$ cat src/rtl/color_blob_centroid_tracker_top_assert.svh
// assertion macros for the color blob centroid tracker
// used by color_blob_centroid_tracker_top, no other dependencies
`ifndef COLOR_BLOB_CENTROID_TRACKER_TOP_ASSERT_SVH
`define COLOR_BLOB_CENTROID_TRACKER_TOP_ASSERT_SVH
`ifndef SYNTHESIS
// same-cycle implication
`define CBCT_ASSERT_IMPL(lbl, ck, rn, ante, cons) \
	lbl: assert property (@(posedge ck) disable iff (!rn) (ante) |-> (cons)) \
		else $error("cbct assertion failed");
// next-cycle implication
`define CBCT_ASSERT_NEXT(lbl, ck, rn, ante, cons) \
	lbl: assert property (@(posedge ck) disable iff (!rn) (ante) |=> (cons)) \
		else $error("cbct assertion failed");
`else
`define CBCT_ASSERT_IMPL(lbl, ck, rn, ante, cons)
`define CBCT_ASSERT_NEXT(lbl, ck, rn, ante, cons)
`endif
`endif

$ cat src/rtl/cbct_pkg.sv
// shared widths, constants and control types of the centroid tracker
// no dependencies
package cbct_pkg;

	localparam int CH_W     = 8;   // one hsv channel
	localparam int HELD_X_W = 10;
	localparam int HELD_Y_W = 9;
	localparam int HIT_W    = 19;
	localparam int SUM_W    = 28;
	localparam int MX_W     = 11;  // mirrored x before masking, holds up to 2047
	localparam int CX_W     = 11;
	localparam int CY_W     = 10;
	localparam int IN_DATA_W  = 24;
	localparam int OUT_DATA_W = 48;
	localparam int CFG_IDX_W  = 3;

	// config register indexes
	localparam logic [CFG_IDX_W-1:0] REG_HUE_MIN = 3'd0;
	localparam logic [CFG_IDX_W-1:0] REG_HUE_MAX = 3'd1;
	localparam logic [CFG_IDX_W-1:0] REG_SAT_MIN = 3'd2;
	localparam logic [CFG_IDX_W-1:0] REG_SAT_MAX = 3'd3;
	localparam logic [CFG_IDX_W-1:0] REG_VAL_MIN = 3'd4;
	localparam logic [CFG_IDX_W-1:0] REG_VAL_MAX = 3'd5;

	localparam logic [CH_W-1:0] HUE_MIN_RST = 8'd10;
	localparam logic [CH_W-1:0] HUE_MAX_RST = 8'd20;
	localparam logic [CH_W-1:0] SAT_MIN_RST = 8'd124;
	localparam logic [CH_W-1:0] SAT_MAX_RST = 8'd140;
	localparam logic [CH_W-1:0] VAL_MIN_RST = 8'd140;
	localparam logic [CH_W-1:0] VAL_MAX_RST = 8'd146;

	localparam logic [HELD_X_W-1:0] HELD_X_RST = 10'd100;
	localparam logic [HELD_Y_W-1:0] HELD_Y_RST = 9'd100;

	// dead-zone edges
	localparam logic [MX_W-1:0]     LEFT_EDGE   = 11'd250;
	localparam logic [MX_W-1:0]     RIGHT_EDGE  = 11'd390;
	localparam logic [HELD_Y_W-1:0] TOP_EDGE    = 9'd190;
	localparam logic [HELD_Y_W-1:0] BOTTOM_EDGE = 9'd270;

	// y*166/100 as y * (166 * ceil(2^24/100)) >> 24, exact for 9-bit y
	localparam int CY_MUL_W = 25;
	localparam int CY_SHIFT = 24;
	localparam int CY_PROD_W = HELD_Y_W + CY_MUL_W;
	localparam logic [CY_MUL_W-1:0] CURSOR_Y_MUL = 25'd27850318;

	typedef struct packed {
		logic pixel_en;    // pixel transaction this cycle
		logic div_start;   // load dividers, clear accumulators
		logic update_held; // take quotients into held position
		logic load_out;    // fill output register
	} cbct_cmd_t;

	typedef struct packed {
		logic div_done;
		logic out_free;
	} cbct_status_t;

endpackage

$ cat src/rtl/color_blob_centroid_tracker_top.sv
// top level of the color blob centroid tracker
// depends on cbct_pkg, cbct_ctrl, cbct_datapath and the assertion macro header
//
// usage
// - s_axis carries one hsv pixel per transaction in raster order, starting at
//   column 0, row 0; tlast marks the last pixel of a frame
// - pixels are taken one per cycle outside the frame-end sequence; a pixel is
//   selected when hue, saturation and brightness all lie inside their inclusive bounds
// - on the tlast pixel the column and row sums are divided by the hit count in
//   two 28-step serial dividers, the held centroid is updated and one result
//   transaction goes out on m_axis
// - after the tlast transaction s_axis_tready stays low while the dividers run,
//   the held centroid is updated and the result is loaded; m_axis_tvalid rises
//   once the result is loaded
// - the output register decouples the sides: pixels of the next frame are taken
//   while a result waits; after the next tlast pixel intake stays stopped until it is taken
// - cfg carries register writes (index 0..5: hue, sat, val min/max), always
//   ready; write only while no frame result is in flight
// - reset restores default bounds, clears accumulators and raster position,
//   sets the held centroid to (100, 100) and empties the output register
`include "color_blob_centroid_tracker_top_assert.svh"

module color_blob_centroid_tracker_top import cbct_pkg::*; #(
	parameter int FRAME_WIDTH  = 640,
	parameter int FRAME_HEIGHT = 480
) (
	input  logic                  clk,
	input  logic                  arst_n,
	// pixel input
	input  logic                  s_axis_tvalid,
	output logic                  s_axis_tready,
	input  logic [IN_DATA_W-1:0]  s_axis_tdata,  // hue[7:0], saturation[15:8], brightness[23:16]
	input  logic                  s_axis_tlast,  // frame_end
	// centroid result
	output logic                  m_axis_tvalid,
	input  logic                  m_axis_tready,
	output logic [OUT_DATA_W-1:0] m_axis_tdata,  // mirrored_x[9:0], centroid_y[18:10],
	                                             // cursor_x[29:19], cursor_y[39:30],
	                                             // go_left[40], go_right[41], go_up[42],
	                                             // go_down[43], zero[47:44]
	// config write channel
	input  logic                  cfg_valid,
	output logic                  cfg_ready,
	input  logic [CFG_IDX_W-1:0]  cfg_index,
	input  logic [CH_W-1:0]       cfg_data
);

	cbct_cmd_t    cmd;
	cbct_status_t status;

	// config writes go straight into the config registers, so the channel is always ready
	assign cfg_ready = 1'b1;

	cbct_ctrl u_ctrl (
		.clk      (clk),
		.arst_n   (arst_n),
		.in_valid (s_axis_tvalid),
		.in_last  (s_axis_tlast),
		.in_ready (s_axis_tready),
		.status   (status),
		.cmd      (cmd)
	);

	cbct_datapath #(
		.FRAME_WIDTH  (FRAME_WIDTH),
		.FRAME_HEIGHT (FRAME_HEIGHT)
	) u_datapath (
		.clk        (clk),
		.arst_n     (arst_n),
		.cmd        (cmd),
		.status     (status),
		.cfg_valid  (cfg_valid),
		.cfg_index  (cfg_index),
		.cfg_data   (cfg_data),
		.hue        (s_axis_tdata[7:0]),
		.saturation (s_axis_tdata[15:8]),
		.brightness (s_axis_tdata[23:16]),
		.frame_end  (s_axis_tlast),
		.out_ready  (m_axis_tready),
		.out_valid  (m_axis_tvalid),
		.out_data   (m_axis_tdata)
	);

	// a result is never loaded over one that has not been taken
	`CBCT_ASSERT_IMPL(a_no_overwrite, clk, arst_n, cmd.load_out, status.out_free)
	// the frame-end transaction stops pixel intake for the division
	`CBCT_ASSERT_NEXT(a_stop_at_frame_end, clk, arst_n, s_axis_tvalid && s_axis_tready && s_axis_tlast, !s_axis_tready)
	// dividers finish only while intake is stopped
	`CBCT_ASSERT_IMPL(a_div_while_stopped, clk, arst_n, status.div_done, !s_axis_tready)
	// a load shows up on the result channel next cycle
	`CBCT_ASSERT_NEXT(a_load_visible, clk, arst_n, cmd.load_out, m_axis_tvalid)

endmodule

$ cat src/rtl/cbct_div.sv
// restoring divider, one quotient bit per cycle
// depends on cbct_pkg
module cbct_div import cbct_pkg::*; (
	input  logic             clk,
	input  logic             arst_n,
	input  logic             start,
	input  logic [SUM_W-1:0] dividend,
	input  logic [HIT_W-1:0] divisor,
	output logic             done,
	output logic [SUM_W-1:0] quotient
);

	localparam int CNT_W = $clog2(SUM_W);
	localparam logic [CNT_W-1:0] LAST_STEP = CNT_W'(SUM_W - 1);

	logic             busy_q;
	logic             done_q;
	logic [CNT_W-1:0] cnt_q;
	logic [SUM_W-1:0] dq_q;   // dividend shifts out, quotient shifts in
	logic [HIT_W-1:0] dsr_q;
	logic [HIT_W-1:0] rem_q;
	logic [HIT_W:0]   trial;
	logic [HIT_W:0]   diff;
	logic             fits;

	assign trial = {rem_q, dq_q[SUM_W-1]};
	assign diff  = trial - {1'b0, dsr_q};
	assign fits  = trial >= {1'b0, dsr_q};

	always_ff @(posedge clk or negedge arst_n) begin
		if (!arst_n) begin
			busy_q <= 1'b0;
			done_q <= 1'b0;
			cnt_q  <= '0;
		end else begin
			done_q <= 1'b0;
			if (start) begin
				busy_q <= 1'b1;
				cnt_q  <= '0;
			end else if (busy_q) begin
				cnt_q <= cnt_q + 1'b1;
				if (cnt_q == LAST_STEP) begin
					busy_q <= 1'b0;
					done_q <= 1'b1;
				end
			end
		end
	end

	always_ff @(posedge clk) begin
		if (start) begin
			dq_q  <= dividend;
			dsr_q <= divisor;
			rem_q <= '0;
		end else if (busy_q) begin
			rem_q <= fits ? diff[HIT_W-1:0] : trial[HIT_W-1:0];
			dq_q  <= {dq_q[SUM_W-2:0], fits};
		end
	end

	assign done     = done_q;
	assign quotient = dq_q;

endmodule

$ cat src/rtl/cbct_ctrl.sv
// frame sequencer: pixel accumulation, division, held update, result load
// depends on cbct_pkg
module cbct_ctrl import cbct_pkg::*; (
	input  logic         clk,
	input  logic         arst_n,
	input  logic         in_valid,
	input  logic         in_last,
	output logic         in_ready,
	input  cbct_status_t status,
	output cbct_cmd_t    cmd
);

	typedef enum logic [2:0] {
		ST_ACCUM,
		ST_START,
		ST_DIVIDE,
		ST_UPDATE,
		ST_EMIT
	} state_t;

	state_t state_q;

	always_ff @(posedge clk or negedge arst_n) begin
		if (!arst_n) begin
			state_q <= ST_ACCUM;
		end else begin
			case (state_q)
				ST_ACCUM: begin
					if (in_valid && in_last) state_q <= ST_START;
				end
				ST_START:  state_q <= ST_DIVIDE;
				ST_DIVIDE: begin
					if (status.div_done) state_q <= ST_UPDATE;
				end
				ST_UPDATE: state_q <= ST_EMIT;
				ST_EMIT: begin
					if (status.out_free) state_q <= ST_ACCUM;
				end
				default: state_q <= ST_ACCUM;
			endcase
		end
	end

	assign in_ready        = (state_q == ST_ACCUM);
	assign cmd.pixel_en    = (state_q == ST_ACCUM) && in_valid;
	assign cmd.div_start   = (state_q == ST_START);
	assign cmd.update_held = (state_q == ST_UPDATE);
	assign cmd.load_out    = (state_q == ST_EMIT) && status.out_free;

endmodule

$ cat src/rtl/cbct_datapath.sv
// thresholds, raster position, accumulators, dividers, held position, output register
// depends on cbct_pkg and cbct_div
module cbct_datapath import cbct_pkg::*; #(
	parameter int FRAME_WIDTH  = 640,
	parameter int FRAME_HEIGHT = 480
) (
	input  logic                  clk,
	input  logic                  arst_n,
	input  cbct_cmd_t             cmd,
	output cbct_status_t          status,
	input  logic                  cfg_valid,
	input  logic [CFG_IDX_W-1:0]  cfg_index,
	input  logic [CH_W-1:0]       cfg_data,
	input  logic [CH_W-1:0]       hue,
	input  logic [CH_W-1:0]       saturation,
	input  logic [CH_W-1:0]       brightness,
	input  logic                  frame_end,
	input  logic                  out_ready,
	output logic                  out_valid,
	output logic [OUT_DATA_W-1:0] out_data
);

	localparam int COL_W = $clog2(FRAME_WIDTH);
	localparam int ROW_W = $clog2(FRAME_HEIGHT);
	localparam logic [COL_W-1:0] COL_LAST = COL_W'(FRAME_WIDTH - 1);
	localparam logic [ROW_W-1:0] ROW_LAST = ROW_W'(FRAME_HEIGHT - 1);
	localparam logic [MX_W-1:0]  FW_MX    = MX_W'(FRAME_WIDTH);
	localparam int PAD_W = OUT_DATA_W - (HELD_X_W + HELD_Y_W + CX_W + CY_W + 4);

	logic [CH_W-1:0] hue_min_q, hue_max_q, sat_min_q, sat_max_q, val_min_q, val_max_q;
	logic [COL_W-1:0] col_q;
	logic [ROW_W-1:0] row_q;
	logic [HIT_W-1:0] hit_q;
	logic [SUM_W-1:0] sum_x_q, sum_y_q;
	logic [HELD_X_W-1:0] held_x_q;
	logic [HELD_Y_W-1:0] held_y_q;
	logic hit_nz_q;
	logic out_valid_q;
	logic [OUT_DATA_W-1:0] out_data_q;

	logic selected;
	logic [SUM_W:0] sx_next, sy_next;
	logic div_done_x, div_done_y;
	logic [SUM_W-1:0] qx, qy;
	logic [MX_W-1:0] mx;
	logic [CY_PROD_W-1:0] cy_prod;
	logic [CX_W-1:0] cursor_x;
	logic [CY_W-1:0] cursor_y;

	// config registers
	always_ff @(posedge clk or negedge arst_n) begin
		if (!arst_n) begin
			hue_min_q <= HUE_MIN_RST;
			hue_max_q <= HUE_MAX_RST;
			sat_min_q <= SAT_MIN_RST;
			sat_max_q <= SAT_MAX_RST;
			val_min_q <= VAL_MIN_RST;
			val_max_q <= VAL_MAX_RST;
		end else if (cfg_valid) begin
			case (cfg_index)
				REG_HUE_MIN: hue_min_q <= cfg_data;
				REG_HUE_MAX: hue_max_q <= cfg_data;
				REG_SAT_MIN: sat_min_q <= cfg_data;
				REG_SAT_MAX: sat_max_q <= cfg_data;
				REG_VAL_MIN: val_min_q <= cfg_data;
				REG_VAL_MAX: val_max_q <= cfg_data;
				default: ;
			endcase
		end
	end

	assign selected = (hue >= hue_min_q) && (hue <= hue_max_q) &&
	                  (saturation >= sat_min_q) && (saturation <= sat_max_q) &&
	                  (brightness >= val_min_q) && (brightness <= val_max_q);

	assign sx_next = {1'b0, sum_x_q} + (SUM_W + 1)'(col_q);
	assign sy_next = {1'b0, sum_y_q} + (SUM_W + 1)'(row_q);

	// raster position and saturating accumulators
	always_ff @(posedge clk or negedge arst_n) begin
		if (!arst_n) begin
			col_q   <= '0;
			row_q   <= '0;
			hit_q   <= '0;
			sum_x_q <= '0;
			sum_y_q <= '0;
		end else if (cmd.div_start) begin
			hit_q   <= '0;
			sum_x_q <= '0;
			sum_y_q <= '0;
		end else if (cmd.pixel_en) begin
			if (selected) begin
				if (hit_q != '1) hit_q <= hit_q + 1'b1;
				sum_x_q <= sx_next[SUM_W] ? '1 : sx_next[SUM_W-1:0];
				sum_y_q <= sy_next[SUM_W] ? '1 : sy_next[SUM_W-1:0];
			end
			if (frame_end) begin
				col_q <= '0;
				row_q <= '0;
			end else if (col_q == COL_LAST) begin
				col_q <= '0;
				row_q <= (row_q == ROW_LAST) ? '0 : row_q + 1'b1;
			end else begin
				col_q <= col_q + 1'b1;
			end
		end
	end

	cbct_div u_div_x (
		.clk      (clk),
		.arst_n   (arst_n),
		.start    (cmd.div_start),
		.dividend (sum_x_q),
		.divisor  (hit_q),
		.done     (div_done_x),
		.quotient (qx)
	);

	cbct_div u_div_y (
		.clk      (clk),
		.arst_n   (arst_n),
		.start    (cmd.div_start),
		.dividend (sum_y_q),
		.divisor  (hit_q),
		.done     (div_done_y),
		.quotient (qy)
	);

	// held position keeps its value on an empty frame or a zero quotient
	always_ff @(posedge clk or negedge arst_n) begin
		if (!arst_n) begin
			hit_nz_q <= 1'b0;
			held_x_q <= HELD_X_RST;
			held_y_q <= HELD_Y_RST;
		end else begin
			if (cmd.div_start) hit_nz_q <= (hit_q != '0);
			if (cmd.update_held && hit_nz_q) begin
				if (qx != '0) held_x_q <= qx[HELD_X_W-1:0];
				if (qy != '0) held_y_q <= qy[HELD_Y_W-1:0];
			end
		end
	end

	assign mx       = ({1'b0, held_x_q} > FW_MX) ? '0 : FW_MX - MX_W'(held_x_q);
	assign cursor_x = {mx[HELD_X_W-1:0], 1'b0};
	assign cy_prod  = CY_PROD_W'(held_y_q) * CY_PROD_W'(CURSOR_Y_MUL);
	assign cursor_y = cy_prod[CY_SHIFT +: CY_W];

	always_ff @(posedge clk or negedge arst_n) begin
		if (!arst_n) begin
			out_valid_q <= 1'b0;
		end else if (cmd.load_out) begin
			out_valid_q <= 1'b1;
		end else if (out_ready) begin
			out_valid_q <= 1'b0;
		end
	end

	always_ff @(posedge clk) begin
		if (cmd.load_out) begin
			out_data_q <= {{PAD_W{1'b0}},
			               (held_y_q > BOTTOM_EDGE),
			               (held_y_q < TOP_EDGE),
			               (mx > RIGHT_EDGE),
			               (mx < LEFT_EDGE),
			               cursor_y,
			               cursor_x,
			               held_y_q,
			               mx[HELD_X_W-1:0]};
		end
	end

	assign status.div_done = div_done_x && div_done_y;
	assign status.out_free = !out_valid_q || out_ready;
	assign out_valid       = out_valid_q;
	assign out_data        = out_data_q;

endmodule
$ cat config.mk
export PLATFORM = sky130hd
export DESIGN_NAME = color_blob_centroid_tracker_top
export DESIGN_NICKNAME = d
export VERILOG_FILES = /design/src/rtl/cbct_pkg.sv /design/src/rtl/color_blob_centroid_tracker_top.sv /design/src/rtl/cbct_div.sv /design/src/rtl/cbct_ctrl.sv /design/src/rtl/cbct_datapath.sv
export VERILOG_INCLUDE_DIRS = /design/src /design/src/rtl
export SDC_FILE = /design/constraint.sdc
export NUM_CORES = 1
export LEC_CHECK = 0
export ABC_CLOCK_PERIOD_IN_PS = 8350
export BUFFER_PORTS_ARGS = -buffer_cell sky130_fd_sc_hd__buf_2
export CAP_MARGIN = 25
export CORE_ASPECT_RATIO = 0.6
export CORE_MARGIN = 4
export CORE_UTILIZATION = 42
export CTS_CLUSTER_DIAMETER = 200
export DETAILED_ROUTE_END_ITERATION = 16
export HOLD_SLACK_MARGIN = 0.08
export PLACE_DENSITY = 0.59
export SLEW_MARGIN = 10
export SYNTH_ARGS = -nofsm -noshare
export SYNTH_HDL_FRONTEND = slang
export SYNTH_HIERARCHICAL = 1
export SYNTH_SLANG_ARGS = --single-unit
$ cat constraint.sdc
create_clock -name clk -period 8.35 [get_ports clk]
set_input_delay 0.4175 -clock clk [delete_from_list [all_inputs] [get_ports clk]]
set_output_delay 0.4175 -clock clk [all_outputs]
set_load 0.005 [all_outputs]
==> run_results.csv <==
group,metric,value,unit
status,status,"finished clean",
floorplan,coreArea,52620,um^2
setup_path,cpPeakStageDelay,0.66,ns
place,hpwl,40.75,mm
setup_path,cpMaxStageDelayCell,"fa_1",
clock_network,cts_root_buffer,"clkbuf_16",
timing,fmax,0.1943,GHz
timing,hold_viol,0,
timing,final-max-slew-violation-count,0,
clock_network,clock_path_buffers,3,
logic_synthesis,synth-main-ff-cell,"dfrtp_1",
clock_network,h-tree-depth,2,
timing,rsz0062_at_grt,"false",
layout,fillers,4858,
logic_synthesis,synth_cells,2221,
logic_synthesis,synth_most_common_cell,"inv_1",
routing,drt-pass1-iter-count,5,
floorplan,pin_count,92,
place,place_congestion,0.8987,
grt,grt_pass1_vias,16219,
routing,drc,0,
flow_run,max_cap_violations,0,
setup_path,crit_chain,"fa_1 -> inv_1 -> fa_1 -> inv_1 -> fa_1 -> fa_1 -> ha_1 -> or4_1 -> a21oi_1 -> a21oi_1 -> o31ai_1 -> a21oi_1 -> a21oi_1 -> xnor2_1",
timing,finalSetupViolCount,0,
logic_synthesis,syn-mean-instance-area,10.07,um^2
logic_synthesis,yosysTopAreaCell,"dfrtp_1",
setup_path,crit_buf_inv,2,
logic_synthesis,synthTopCellsByArea,"dfrtp_1 (17%), edfxtp_1 (17%), ha_1 (11%)",
place,io_buffers,85,
setup_path,startpoint_type,"flip-flop",
timing,worst_pin_slew,1.001,ns
routing,via_per_inst,5.571,
grt,grt_pass1_wl,90.33,mm
setup_path,crit_type,"reg -> reg",
logic_synthesis,synth_top_area_frac,0.1745,
setup_path,endpoint_kind,"flip-flop",
clock_network,cts_sinks,345,
logic_synthesis,yosys-top-cells-count,"inv_1 (240), ha_1 (201), nand2_1 (161), nor2_1 (158), dfrtp_1 (156)",
timing,final.min_clock_period,5.145,ns
routing,wl_per_cell,18.65,um
timing,fin_tns_setup,0,ns
timing,skew,0.02397,ns
layout,nNetsFinal,2574,
layout,drive_gt1_frac,0.1409,
setup_path,required,8.62,ns
logic_synthesis,synth_cell_types,80,
floorplan,start_util,0.4252,
setup_path,crit_arrival,5.42,ns
grt,grt_max_degree,115,
grt,grt-ovfl-total,0,
clock_network,path_clk_slew,0.06,ns
grt,grtUsageTotal,0.1929,
logic_synthesis,async_reset_ff_frac,0.5217,
routing,routed_wl,56.03,mm
logic_synthesis,ys_seq_area_frac,0.4071,
routing,drtIter0Drc,1335,
layout,syn_to_final_growth,10.75,%
timing,fin_crit_sh,0.6162,
hold_path,hold_class,"in -> reg",
grt,antenna_found_initial,1,
floorplan,die_h,186.8,um
floorplan,die-area,57150,um^2
routing,num_vias,16734,
clock_network,numCtsBuffers,37,
floorplan,chipWidth,306.0,um
logic_synthesis,ys.warnings.count,6,
logic_synthesis,syn_area,22370,um^2
floorplan,rows,65,
setup_path,critPathTopFamily,"adder cells",
clock_network,clock_latency,0.54,ns
timing,slew_headroom,0.3329,
setup_path,crit_fanout,11,
logic_synthesis,synth-seq-cells,345,
clock_network,cts_tree,"done",
routing,antenna_left,0,
logic_synthesis,synth_edf_count,127,
-- kinds of logic (layout without fill, tap and decap cells) --
logic type / after synthesis / count (layout) / synth area share
simple gates: 617 / 617 / 0.1354
flops: 345 / 345 / 0.4071
xor+xnor: 70 / 70 / 0.02740
fa+ha+maj: 261 / 261 / 0.1661
buf+inv: 341 / 416 / 0.06218
mux: 123 / 123 / 0.06079
compound gates: 462 / 462 / 0.1406
other cells: 2 / 7 / 0.0003357
-- final timing paths --
check | cells after the start | slack, ns | end | startpoint
max in group asynchronous | 4 | 6.35 | u_datapath/sum_y_q[19] | arst_n
worst min register to register | 2 | 0.51 | u_datapath/val_min_q[7] | u_datapath/val_min_q[7]
min in group asynchronous | 2 | 0.31 | u_datapath/hue_min_q[0] | arst_n
worst max-delay path | 14 | 3.20 | u_datapath/out_data[38] | u_datapath/held_y_q[7]
worst max register to register | 14 | 3.20 | u_datapath/out_data[38] | u_datapath/held_y_q[7]
worst min-delay path | 3 | 0.20 | u_ctrl/state_q[0] | s_axis_tvalid
-- worst reg2reg max path: cells and delay by family, from the launching register on --
kind	cells	cell delay, ns
flops	1	0.55
xor+xnor	1	0.08
fa+ha+maj	5	2.40
buf+inv	2	0.15
compound gates	5	1.17
simple gates	1	0.56
-- sequential cells by signal, indices dropped and copies added (netlist names), 5 cells and up --
name                         cells
u_datapath/held_y_q              9
u_datapath/held_x_q             10
u_datapath/hue_min_q             8
u_datapath/hue_max_q             8
u_datapath/u_div_x/cnt_q         5
u_datapath/row_q                 9
u_datapath/col_q                10
u_datapath/val_min_q             8
u_datapath/u_div_x/rem_q        19
u_datapath/sum_y_q              28
u_datapath/u_div_x/dsr_q        19
u_datapath/u_div_y/cnt_q         5
u_datapath/u_div_y/rem_q        19
u_datapath/hit_q                19
u_datapath/val_max_q             8
u_datapath/sat_max_q             8
u_datapath/sat_min_q             8
u_datapath/u_div_y/dsr_q        19
u_datapath/out_data             33
u_datapath/u_div_y/quotient     28
u_datapath/sum_x_q              28
u_datapath/u_div_x/quotient     28
-- placed cells by master (no fill, tap or decap), drive strengths merged, types with 38 or more instances in the layout --
cell,n
nand4,38
nand3,53
ha,201
nor3,52
inv,240
a211oi,48
clkbuf,51
dfxtp,38
edfxtp,127
o21ai,103
mux2,103
fa,60
xnor2,39
a21oi,94
dfrtp,156
buf,106
nand2,161
nor2,158
-- timing repair --
action / 4_1_cts / 5_1_grt
buffers inserted: 0 / 0
hold buffers: 1 / 0
hold endpoints to repair: 40 / 0
resized for setup: 0 / 0
-- per-layer routing --
layer  wire length (um)  global-route usage
met1              30060              0.3262
met2              21730              0.2530
met3               3542             0.03426
met4                700             0.03062
met5                  0                   0
-- cell type report --
type	instances	area [um^2]	area share
tap	703	879.6	0.03550
timing repair buffer	108	689.4	0.02782
clock inverter	17	229.0	0.009241
multi-input combinational	1539	11930	0.4814
sequential	345	9109	0.3676
clock buffer	50	1036	0.04181
antenna	1	2.502	0.0001010
inverter	241	904.6	0.03651
-- through the flow --
step           instances  hold slack, ns  cell area [um^2]  worst slack [ns]  utilization
2_1_floorplan       2225          0.1219             22390             2.962            -
3_3_place_gp        2931          0.4810             23390             3.303       0.4445
3_5_place_dp        2934          0.4923             23470             3.232       0.4461
4_1_cts             3002          0.1709             24750             3.199       0.4703
5_1_grt             3004          0.1892             24780             2.909       0.4709
6_report            3004          0.1996             24780             3.205       0.4709
Power is left out: the tool's default activity adds up to more than one toggle a clock period on the data nets, which glitch-free logic cannot reach.
